**config.mk**
```make
export PLATFORM = sky130hd
export DESIGN_NAME = radar_can_frame_decoder
export DESIGN_NICKNAME = d
export VERILOG_FILES = /design/src/rcfd_pkg.sv /design/src/rcfd_ram.sv /design/src/rcfd_datapath.sv /design/src/rcfd_ctrl.sv /design/src/radar_can_frame_decoder.sv
export SDC_FILE = /design/constraint.sdc
export NUM_CORES = 2
export LEC_CHECK = 0
export BUFFER_PORTS_ARGS = -buffer_cell sky130_fd_sc_hd__clkbuf_2
export CAP_MARGIN = 20
export CORE_MARGIN = 2
export CORE_UTILIZATION = 55
export DETAILED_ROUTE_END_ITERATION = 16
export GPL_TIMING_DRIVEN = 0
export PLACE_DENSITY = 0.72
export SYNTH_ARGS = -nofsm -noshare
export SYNTH_HDL_FRONTEND = slang
export SYNTH_SLANG_ARGS = --single-unit
```
**constraint.sdc**
```tcl
create_clock -name i_clk -period 11.17 [get_ports i_clk]
set_clock_uncertainty 0.15 [all_clocks]
set_input_delay 0.5585 -clock i_clk [delete_from_list [all_inputs] [get_ports i_clk]]
set_output_delay 0.5585 -clock i_clk [all_outputs]
set_load 0.005 [all_outputs]
```
**src/rcfd_pkg.sv**
```systemverilog
// shared types and constants for the radar can frame decoder
package rcfd_pkg;

    localparam logic [1:0] KIND_RANGE  = 2'd0;
    localparam logic [1:0] KIND_BIN    = 2'd1;
    localparam logic [1:0] KIND_REJECT = 2'd2;

    localparam logic [10:0] ID_STATUS = 11'h60A;
    localparam logic [10:0] ID_TARGET = 11'h60B;
    localparam logic [10:0] ID_RANGE  = 11'h70C;
    localparam logic [10:0] ID_MASK   = 11'h70F;

    localparam logic [7:0]  VOTE_RESET = 8'd100;
    localparam logic [7:0]  VOTE_SUM   = 8'd200;
    localparam logic [19:0] TIMEOUT_RESET = 20'd5000;
    localparam int          DEG60  = 3932160;
    localparam int          DEG120 = 7864320;

    // datapath command
    typedef enum logic [3:0] {
        CMD_NONE,
        CMD_LOAD,
        CMD_SQ,
        CMD_SQRT_STEP,
        CMD_PREROT,
        CMD_CORDIC_STEP,
        CMD_BIN_MUL,
        CMD_BIN_DIV_STEP,
        CMD_BIN_RD,
        CMD_BIN_WR,
        CMD_CLR_WR,
        CMD_EMIT_RD
    } t_cmd;

    typedef struct packed {
        t_cmd       cmd;
        logic [5:0] idx;
    } t_ctl;

    typedef struct packed {
        logic       bin_ok;
        logic [5:0] bin;
    } t_sts;

    function automatic logic [22:0] atan_tab(input logic [3:0] i);
        logic [22:0] v;
        unique case (i)
            4'd0:  v = 23'd2949120;
            4'd1:  v = 23'd1740967;
            4'd2:  v = 23'd919879;
            4'd3:  v = 23'd466945;
            4'd4:  v = 23'd234379;
            4'd5:  v = 23'd117304;
            4'd6:  v = 23'd58666;
            4'd7:  v = 23'd29335;
            4'd8:  v = 23'd14668;
            4'd9:  v = 23'd7334;
            4'd10: v = 23'd3667;
            4'd11: v = 23'd1833;
            4'd12: v = 23'd917;
            4'd13: v = 23'd458;
            4'd14: v = 23'd229;
            default: v = 23'd115;
        endcase
        return v;
    endfunction

endpackage

```
**src/rcfd_ram.sv**
```systemverilog
// generic single port ram with registered read
module rcfd_ram #(
    parameter int WIDTH = 16,
    parameter int DEPTH = 64
) (
    input  logic                     i_clk,
    input  logic                     i_we,
    input  logic [$clog2(DEPTH)-1:0] i_addr,
    input  logic [WIDTH-1:0]         i_wdata,
    output logic [WIDTH-1:0]         o_rdata
);
    logic [WIDTH-1:0] r_mem [DEPTH];
    logic [WIDTH-1:0] r_rdata;

    always_ff @(posedge i_clk) begin
        if (i_we) begin
            r_mem[i_addr] <= i_wdata;
        end
        r_rdata <= r_mem[i_addr];
    end

    assign o_rdata = r_rdata;
endmodule

```
**src/rcfd_datapath.sv**
```systemverilog
// target geometry datapath: distance root, cordic bearing, bin search and bin store
module rcfd_datapath #(
    parameter int SCAN_BINS = 64
) (
    input  logic             i_clk,
    input  rcfd_pkg::t_ctl   i_ctl,
    input  logic [63:0]      i_payload,
    output logic [15:0]      o_bin_rdata
);
    localparam int BW = $clog2(SCAN_BINS);
    localparam logic [12:0] RECIP15 = 13'd4370;

    logic signed [12:0] r_x;
    logic signed [13:0] r_y;
    logic [25:0]        r_sq;
    logic [17:0]        r_root;
    logic [35:0]        r_rem;
    logic [15:0]        r_dist;
    logic signed [31:0] r_a, r_b;
    logic signed [24:0] r_acc;
    logic signed [31:0] r_t;
    logic [8:0]         r_q;
    logic [35:0]        r_den;

    logic [7:0]  b1, b2, b3;
    logic [3:0]  step;
    logic signed [31:0] sa, sb;
    logic        we;
    logic [5:0]  addr;
    logic [15:0] wdata, rdata;
    rcfd_pkg::t_sts sts;

    assign b1 = i_payload[55:48];
    assign b2 = i_payload[47:40];
    assign b3 = i_payload[39:32];
    assign step = i_ctl.idx[3:0];
    assign sa = r_a >>> step;
    assign sb = r_b >>> step;

    always_ff @(posedge i_clk) begin
        unique case (i_ctl.cmd)
            rcfd_pkg::CMD_LOAD: begin
                r_x <= 13'(signed'({2'b00, b2[2:0], b3})) - 13'sd1023;
                r_y <= 14'(signed'({1'b0, b1, b2[7:3]})) - 14'sd2500;
            end
            rcfd_pkg::CMD_SQ: begin
                r_sq   <= 26'(r_x * r_x) + 26'(r_y * r_y);
                r_root <= '0;
                r_rem  <= '0;
                r_den  <= '0;
            end
            rcfd_pkg::CMD_SQRT_STEP: begin
                // 400*(x*x+y*y) < 2^34, root in 18 bits: one result bit a step
                if (i_ctl.idx == 6'd0) begin
                    r_den <= 36'(r_sq) * 36'd400;
                end else begin
                    r_den <= {r_den[33:0], 2'b00};
                    if ({r_rem[33:0], r_den[35:34]} >= {16'd0, r_root, 2'b01}) begin
                        r_rem  <= {r_rem[33:0], r_den[35:34]} - {16'd0, r_root, 2'b01};
                        r_root <= {r_root[16:0], 1'b1};
                    end else begin
                        r_rem  <= {r_rem[33:0], r_den[35:34]};
                        r_root <= {r_root[16:0], 1'b0};
                    end
                end
            end
            rcfd_pkg::CMD_PREROT: begin
                r_dist <= (r_root[17:16] != 2'b00) ? 16'hFFFF : r_root[15:0];
                if (r_y < 0) begin
                    if (r_x >= 0) begin
                        r_a <= 32'(r_x) <<< 16;
                        r_b <= -(32'(r_y) <<< 16);
                        r_acc <= 25'sd5898240;
                    end else begin
                        r_a <= -(32'(r_x) <<< 16);
                        r_b <= 32'(r_y) <<< 16;
                        r_acc <= -25'sd5898240;
                    end
                end else begin
                    r_a <= 32'(r_y) <<< 16;
                    r_b <= 32'(r_x) <<< 16;
                    r_acc <= '0;
                end
            end
            rcfd_pkg::CMD_CORDIC_STEP: begin
                if (r_b >= 0) begin
                    r_a <= r_a + sb;
                    r_b <= r_b - sa;
                    r_acc <= r_acc + 25'(signed'({1'b0, rcfd_pkg::atan_tab(step)}));
                end else begin
                    r_a <= r_a - sb;
                    r_b <= r_b + sa;
                    r_acc <= r_acc - 25'(signed'({1'b0, rcfd_pkg::atan_tab(step)}));
                end
            end
            rcfd_pkg::CMD_BIN_MUL: begin
                if (r_x == 0 && r_y == 0) begin
                    r_t <= 32'(rcfd_pkg::DEG60 * (SCAN_BINS - 1) + rcfd_pkg::DEG60);
                end else begin
                    r_t <= 32'(r_acc) * 32'(SCAN_BINS - 1)
                         + 32'(rcfd_pkg::DEG60 * (SCAN_BINS - 1) + rcfd_pkg::DEG60);
                end
                r_q <= '0;
            end
            rcfd_pkg::CMD_BIN_DIV_STEP: begin
                // t / (15 * 2^19): drop the power of two, then multiply by 2^16 / 15 rounded up
                r_q <= 9'((26'(r_t[30:19]) * 26'(RECIP15)) >> 16);
            end
            default: ;
        endcase
    end

    always_comb begin
        we    = 1'b0;
        addr  = i_ctl.idx;
        wdata = 16'hFFFF;
        unique case (i_ctl.cmd)
            rcfd_pkg::CMD_BIN_RD:  addr = sts.bin;
            rcfd_pkg::CMD_BIN_WR: begin
                addr  = sts.bin;
                we    = sts.bin_ok && (rdata > r_dist);
                wdata = r_dist;
            end
            rcfd_pkg::CMD_CLR_WR: we = 1'b1;
            default: ;
        endcase
    end

    rcfd_ram #(.WIDTH(16), .DEPTH(64)) u_bins (
        .i_clk  (i_clk),
        .i_we   (we),
        .i_addr (addr),
        .i_wdata(wdata),
        .o_rdata(rdata)
    );

    assign sts.bin_ok  = !r_t[31] && (32'(r_q) < 32'(SCAN_BINS));
    assign sts.bin     = 6'(r_q[BW-1:0]);
    assign o_bin_rdata = rdata;
endmodule

```
**src/rcfd_ctrl.sv**
```systemverilog
// frame classification and sequencing of the decoder
module rcfd_ctrl #(
    parameter int SCAN_BINS = 64
) (
    input  logic           i_clk,
    input  logic           i_rst_n,
    input  logic           i_cfg_valid,
    output logic           o_cfg_ready,
    input  logic [19:0]    i_scan_timeout_us,
    input  logic           i_valid,
    output logic           o_ready,
    input  logic           i_command,
    input  logic [28:0]    i_frame_id,
    input  logic           i_is_error,
    input  logic           i_is_remote,
    input  logic [3:0]     i_length_code,
    input  logic [63:0]    i_payload,
    input  logic [31:0]    i_now_us,
    output logic           o_valid,
    input  logic           i_ready,
    output logic [1:0]     o_kind,
    output logic [3:0]     o_sensor_address,
    output logic [19:0]    o_range_cm,
    output logic [5:0]     o_bin_index,
    output logic [15:0]    o_bin_distance_cm,
    output logic [31:0]    o_stamp_us,
    output logic           o_last,
    output logic [63:0]    o_dp_payload,
    output rcfd_pkg::t_ctl o_ctl,
    input  logic [15:0]    i_bin_rdata
);
    typedef enum logic [3:0] {
        S_IDLE, S_CLEAR, S_SQ, S_SQRT, S_PREROT, S_CORDIC, S_MUL, S_DIV,
        S_BRD, S_BWR, S_FIN, S_EMRD, S_EMWAIT, S_OUT
    } t_state;

    t_state      r_state;
    logic [19:0] r_timeout;
    logic [7:0]  r_exp, r_rcv, r_vote;
    logic [3:0]  r_addr;
    logic [31:0] r_ltime, r_stamp;
    logic [63:0] r_pl;
    logic [6:0]  r_cnt;
    logic        r_ovalid, r_olast;
    logic [1:0]  r_kind;
    logic [3:0]  r_osa;
    logic [19:0] r_range;
    logic [5:0]  r_bidx;
    logic [15:0] r_bdist;
    logic [31:0] r_ostamp;

    logic        acc_in, rej;
    logic [10:0] ftype;
    logic [3:0]  faddr;
    logic [7:0]  sum, nrcv;
    logic [7:0]  b[8];

    assign o_cfg_ready = 1'b1;
    assign o_ready = (r_state == S_IDLE) && !r_ovalid;
    assign acc_in  = i_valid && o_ready;
    assign ftype   = i_frame_id[10:0] & rcfd_pkg::ID_MASK;
    assign faddr   = i_frame_id[7:4];
    assign rej     = i_is_error || i_is_remote || (i_frame_id[28:11] != '0)
                     || (i_length_code != 4'd8);
    assign nrcv    = r_rcv + 8'd1;

    always_comb begin
        for (int k = 0; k < 8; k++) b[k] = i_payload[63-8*k -: 8];
        sum = b[0] + b[1] + b[2] + b[3] + b[4] + b[5] + b[6];
    end

    always_comb begin
        o_ctl.cmd = rcfd_pkg::CMD_NONE;
        o_ctl.idx = 6'(r_cnt);
        unique case (r_state)
            S_IDLE:   if (acc_in) o_ctl.cmd = rcfd_pkg::CMD_LOAD;
            S_CLEAR:  o_ctl.cmd = rcfd_pkg::CMD_CLR_WR;
            S_SQ:     o_ctl.cmd = rcfd_pkg::CMD_SQ;
            S_SQRT:   o_ctl.cmd = rcfd_pkg::CMD_SQRT_STEP;
            S_PREROT: o_ctl.cmd = rcfd_pkg::CMD_PREROT;
            S_CORDIC: o_ctl.cmd = rcfd_pkg::CMD_CORDIC_STEP;
            S_MUL:    o_ctl.cmd = rcfd_pkg::CMD_BIN_MUL;
            S_DIV:    o_ctl.cmd = rcfd_pkg::CMD_BIN_DIV_STEP;
            S_BRD:    o_ctl.cmd = rcfd_pkg::CMD_BIN_RD;
            S_BWR:    o_ctl.cmd = rcfd_pkg::CMD_BIN_WR;
            S_EMRD:   o_ctl.cmd = rcfd_pkg::CMD_EMIT_RD;
            default: ;
        endcase
    end

    always_ff @(posedge i_clk) begin
        if (!i_rst_n) begin
            r_state   <= S_IDLE;
            r_timeout <= rcfd_pkg::TIMEOUT_RESET;
            r_exp     <= '0;
            r_rcv     <= '0;
            r_vote    <= rcfd_pkg::VOTE_RESET;
            r_addr    <= '0;
            r_ltime   <= '0;
            r_cnt     <= '0;
            r_ovalid  <= 1'b0;
        end else begin
            if (i_cfg_valid) r_timeout <= i_scan_timeout_us;
            if (r_ovalid && i_ready) r_ovalid <= 1'b0;
            unique case (r_state)
                S_IDLE: if (acc_in) begin
                    r_pl <= i_payload;
                    r_cnt <= '0;
                    r_kind <= rcfd_pkg::KIND_RANGE;
                    r_osa <= faddr;
                    r_range <= '0;
                    r_bidx <= '0;
                    r_bdist <= '0;
                    r_ostamp <= '0;
                    r_olast <= 1'b0;
                    if (i_command) begin
                        if (r_rcv != 0 && (i_now_us - r_ltime) >= 32'(r_timeout)) begin
                            r_stamp <= r_ltime;
                            r_exp <= '0;
                            r_rcv <= '0;
                            r_state <= S_EMRD;
                        end
                    end else if (rej) begin
                        r_kind <= rcfd_pkg::KIND_REJECT;
                        r_ovalid <= 1'b1;
                    end else if (ftype == rcfd_pkg::ID_STATUS) begin
                        if (r_addr == faddr) begin
                            r_exp <= b[0];
                            r_rcv <= '0;
                            r_state <= S_CLEAR;
                        end
                    end else if (ftype == rcfd_pkg::ID_TARGET) begin
                        r_addr <= faddr;
                        if (r_exp != 0) begin
                            r_ltime <= i_now_us;
                            r_stamp <= i_now_us;
                            r_state <= S_SQ;
                        end
                    end else if (ftype == rcfd_pkg::ID_RANGE) begin
                        if (r_vote == 8'd0) begin
                            r_range <= {4'd0, b[2], b[3]};
                            r_ovalid <= 1'b1;
                        end else if (r_vote == rcfd_pkg::VOTE_SUM) begin
                            if (sum == b[7]) begin
                                r_range <= {b[0][7:4], b[2], b[3]};
                                r_ovalid <= 1'b1;
                            end
                        end else if (sum == b[7]) begin
                            r_vote <= r_vote + 8'd1;
                        end else begin
                            r_vote <= r_vote - 8'd1;
                        end
                    end
                end
                S_CLEAR: begin
                    r_cnt <= r_cnt + 7'd1;
                    if (r_cnt == 7'd63) r_state <= S_IDLE;
                end
                S_SQ: r_state <= S_SQRT;
                S_SQRT: begin
                    r_cnt <= r_cnt + 7'd1;
                    if (r_cnt == 7'd18) begin
                        r_cnt <= '0;
                        r_state <= S_PREROT;
                    end
                end
                S_PREROT: r_state <= S_CORDIC;
                S_CORDIC: begin
                    r_cnt <= r_cnt + 7'd1;
                    if (r_cnt == 7'd15) r_state <= S_MUL;
                end
                S_MUL: r_state <= S_DIV;
                S_DIV: r_state <= S_BRD;
                S_BRD: r_state <= S_BWR;
                S_BWR: r_state <= S_FIN;
                S_FIN: begin
                    r_cnt <= '0;
                    if (nrcv == r_exp) begin
                        r_exp <= '0;
                        r_rcv <= '0;
                        r_state <= S_EMRD;
                    end else begin
                        r_rcv <= nrcv;
                        r_state <= S_IDLE;
                    end
                end
                S_EMRD: if (!r_ovalid || i_ready) r_state <= S_EMWAIT;
                S_EMWAIT: r_state <= S_OUT;
                S_OUT: begin
                    r_kind   <= rcfd_pkg::KIND_BIN;
                    r_osa    <= r_addr;
                    r_range  <= '0;
                    r_bidx   <= 6'(r_cnt);
                    r_bdist  <= i_bin_rdata;
                    r_ostamp <= r_stamp;
                    r_olast  <= (r_cnt == 7'(SCAN_BINS - 1));
                    r_ovalid <= 1'b1;
                    r_cnt    <= r_cnt + 7'd1;
                    r_state  <= (r_cnt == 7'(SCAN_BINS - 1)) ? S_IDLE : S_EMRD;
                end
                default: r_state <= S_IDLE;
            endcase
        end
    end

    assign o_valid           = r_ovalid;
    assign o_kind            = r_kind;
    assign o_sensor_address  = r_osa;
    assign o_range_cm        = r_range;
    assign o_bin_index       = r_bidx;
    assign o_bin_distance_cm = r_bdist;
    assign o_stamp_us        = r_ostamp;
    assign o_last            = r_olast;
    assign o_dp_payload      = (r_state == S_IDLE) ? i_payload : r_pl;
endmodule

```
**src/radar_can_frame_decoder.sv**
```systemverilog
// top level of the radar can frame decoder
// Input channel (i_valid/o_ready) takes one request: a CAN frame (i_command 0)
// or a time tick (i_command 1). Output channel (o_valid/i_ready) gives results
// one at a time from an output register.
// Rejected frames and range frames (once the vote has settled): result in
// the cycle after acceptance. Status frames matching the stored sensor
// address clear the 64 bins in one pass; a tick emitting a scan or the target
// frame completing one yields SCAN_BINS bin results through emit read, wait
// and output states, one bin store read each. A target frame, if a scan is
// expected: square, root, pre-rotation, 16 cordic steps, a multiply and a
// reciprocal divide for the bin, then bin store read and write, count update.
// One request is worked at a time; o_ready is low while a request is in
// progress or a result waits. A stalled receiver holds the result and the
// sequencer. The configuration channel is always ready and sets the scan
// timeout. Reset clears counts, the vote (to 100) and the timeout (to 5000);
// bins are undefined after reset until a status frame clears them.
module radar_can_frame_decoder #(
    parameter int SCAN_BINS = 64
) (
    input  logic        i_clk,
    input  logic        i_rst_n,
    input  logic        i_cfg_valid,
    output logic        o_cfg_ready,
    input  logic [19:0] i_scan_timeout_us,
    input  logic        i_valid,
    output logic        o_ready,
    input  logic        i_command,
    input  logic [28:0] i_frame_id,
    input  logic        i_is_error,
    input  logic        i_is_remote,
    input  logic [3:0]  i_length_code,
    input  logic [63:0] i_payload,
    input  logic [31:0] i_now_us,
    output logic        o_valid,
    input  logic        i_ready,
    output logic [1:0]  o_kind,
    output logic [3:0]  o_sensor_address,
    output logic [19:0] o_range_cm,
    output logic [5:0]  o_bin_index,
    output logic [15:0] o_bin_distance_cm,
    output logic [31:0] o_stamp_us,
    output logic        o_last
);
    rcfd_pkg::t_ctl ctl;
    logic [15:0]    bin_rdata;
    logic [63:0]    dp_payload;

    rcfd_ctrl #(.SCAN_BINS(SCAN_BINS)) u_ctrl (
        .i_clk, .i_rst_n, .i_cfg_valid, .o_cfg_ready, .i_scan_timeout_us,
        .i_valid, .o_ready, .i_command, .i_frame_id, .i_is_error, .i_is_remote,
        .i_length_code, .i_payload, .i_now_us, .o_valid, .i_ready, .o_kind,
        .o_sensor_address, .o_range_cm, .o_bin_index, .o_bin_distance_cm,
        .o_stamp_us, .o_last,
        .o_dp_payload(dp_payload),
        .o_ctl(ctl),
        .i_bin_rdata(bin_rdata)
    );

    rcfd_datapath #(.SCAN_BINS(SCAN_BINS)) u_dp (
        .i_clk,
        .i_ctl(ctl),
        .i_payload(dp_payload),
        .o_bin_rdata(bin_rdata)
    );
endmodule
```
==> results.md <==
- Status: completed
- Fill cells: 12876
- Synth async-reset ratio: 0%
- Grt ovf: 0
- CP startpoint kind: flip-flop
- CTS tree: yes
- Antenna violations before repair: 27
- Total Wirelength: 314200 um
- Max cap viols: 0
- Setup tns final: 0 ns
- Max Slew Vio Count: 0
- Critical path fanouts, max: 10
- Die area: 174200 um2
- Yosys Warn Count: 0
- Htree depth: 4
- Gp weighted congestion: 1.012
- Post-synthesis net count: 9244
- Achievable frequency: 0.09218 GHz
- Area of the mapped netlist: 94000 um2
- Worst endpoint required time: 11.58 ns
- Core area: 169700 um2
- Via density per instance: 6.410
- GRT Resource Usage Total: 35.81%
- Fin cells: 11118
- Worst path arrival time: 11.25 ns
- First drt pass iteration count: 6
- FF+latch count, synth: 1554
- Final #Nets: 9958
- Vias in the first global route: 69830
- Die Wd: 417.4 um
- Sequential area share after synthesis: 48.26%
- Syn_area_per_cell: 11.70 um2
- Syn Inst Count: 8037
- EDFF count, synth: 1424
- Post-DP HPWL: 234000 um
- Max_slew headroom: 5.031%
- Final setup violating endpoints: 0
- Row cnt: 151
- Final Hold Slack: 0.09368 ns
- Final Hold Viols: 0
- Layout cell share with drive strength beyond 1: 11.81%
- First-pass GRT wire length: 457700 um
- Num ports: 241
- DRC: 0
- Clk buf depth: 3
- Kind of critical path: reg2reg
- CTS clk-pin slew, worst paths: 0.06 ns
- Hold WC Path Type: in2reg
- Worst-Margin Slew: 1.412 ns
- Final Cycle Share: 97.12%
- Final min period: 10.85 ns
- Placed Instances: 10678
- Netlist cell types: 89
- Worst-Skew Late Latency: 0.84 ns
- DRT antenna net count: 0
- Top_reg_cell synth: edfxtp_1
- Routed vias: 71261
- Worst stage delay on the critical path: 0.55 ns
- Clk root buf: clkbuf_16
- P&R area growth vs syn: 14.88%
- Port Buf Inserts: 236
- Largest net degree at the start of global routing: 49
- Worst setup EP type: flip-flop
- TritonCTS sink count: 1554
- Die Ht: 417.4 um
- Routed WL per cell: 28.26 um
- Starting Density: 55.41%
- Initial DRC Count: 10103
- CTS Buf Count: 160
- Slowest CP cell: edfxtp_1
## registers in the layout, summed over array words and instances, names as in the netlist, 24 cells and up, named ones only
signal,cells
u_dp.u_bins.r_mem,1024
u_dp.r_rem,34
u_ctrl.o_stamp_us,32
u_ctrl.r_ltime,32
u_ctrl.r_stamp,32
u_dp.r_a,32
u_dp.r_b,32
u_dp.r_den,32
u_dp.r_sq,26
u_dp.r_acc,25
u_ctrl.r_pl,24
## routing by layer
layer,GRT usage [%],part of all wire (%),vias up
met4,21.76,7.4,20
met5,0,0.042,-
met1,45.34,36,34697
met2,53.72,44,4907
li1,-,-,30460
met3,11.52,13,1177
## worst max-delay path: cells and delay by family (launching register included)
family | cells | cell delay [ns]
buffers and inverters | 13 | 1.22
AOI/OAI and AO/OA | 9 | 2.05
and+or+nand+nor | 2 | 0.30
adders and majority gates | 13 | 5.97
DFF | 1 | 0.55
xor gates and xnor gates | 2 | 0.35
## Yosys cell counts (all sizes together) (158+ instances only)
master  number  share of area [%]
a21oi      380                2.0
a22oi      272                2.2
clkbuf     285                1.1
edfxtp    1424                 45
fa         477                 10
ha         573                7.6
inv        879                3.5
nand2      617                2.5
nor2       391                1.6
nor3       158               0.84
o21ai      259                1.4
xnor2      251                2.3
## cell type report
class | count | area [um2] | share of cell area, %
well taps | 2218 | 2775 | 2.570
diodes | 17 | 42.54 | 0.03939
inverters | 887 | 3344 | 3.097
multi-input cells | 5230 | 44530 | 41.23
clock buffers | 205 | 4303 | 3.985
plain buffers | 360 | 1471 | 1.363
clock inverters | 89 | 948.4 | 0.8782
flip-flops and latches | 1554 | 45360 | 42.01
repair buffers | 558 | 5211 | 4.826
## through the flow
stage               util [%]  instance area, um2  setup WS (ns)
floorplan                  -               94000         0.8418
global placement       57.74               97960         -1.138
detailed placement     59.55              101000         -1.221
CTS                    63.27              107300       0.001131
global route           63.63              108000       -0.02747
finish                 63.65              108000         0.3215
## worst paths after layout
| path | startpoint | to | slack (ns) | cells past startpoint |
|---|---|---|---|---|
| setup reg to reg | u_dp.r_x[0] | u_dp.r_sq[25] | 0.32 | 39 |
| hold reg to reg | u_ctrl.r_ltime[2] | u_ctrl.r_ltime[2] | 0.33 | 2 |
| setup / recovery | u_dp.r_x[0] | u_dp.r_sq[25] | 0.32 | 39 |
| hold / removal | i_ready | u_ctrl.r_state[3] | 0.09 | 5 |
## cell families (layout without fill, tap and decap cells)
group	Yosys count	count (layout)	share of synthesized area, %
and+or+nand+nor	1849	1849	9.356
xor gates and xnor gates	389	389	3.624
other	1	18	0.003989
buffers and inverters	1253	2099	5.058
adders and majority gates	1050	1050	17.78
AOI/OAI and AO/OA	1640	1640	11.69
muxes	301	301	4.223
DFF	1554	1554	48.26
## cell usage in the layout (no fill, tap or decap), types with 134 or more instances in the layout
master,instances
ha_1,566
fa_1,477
clkbuf_1,299
xnor2_1,249
edfxtp_1,1424
clkbuf_16,162
a22oi_1,272
and2_1,147
a21oi_1,373
nor2_1,385
mux2i_1,157
clkbuf_2,241
nand3_1,148
xor2_1,134
o21ai_0,226
inv_1,875
nand2_1,602
## timing repair
action	4_1_cts	5_1_grt
gates resized for setup	33	42
setup endpoints to repair	10	6
endpoints found under the hold margin	141	0
hold buffers	88	0
pin swaps	2	13
setup buffers	12	12
Power is not shown: default switching activity piles up to over one toggle a cycle in this logic, so the estimate is an artifact.
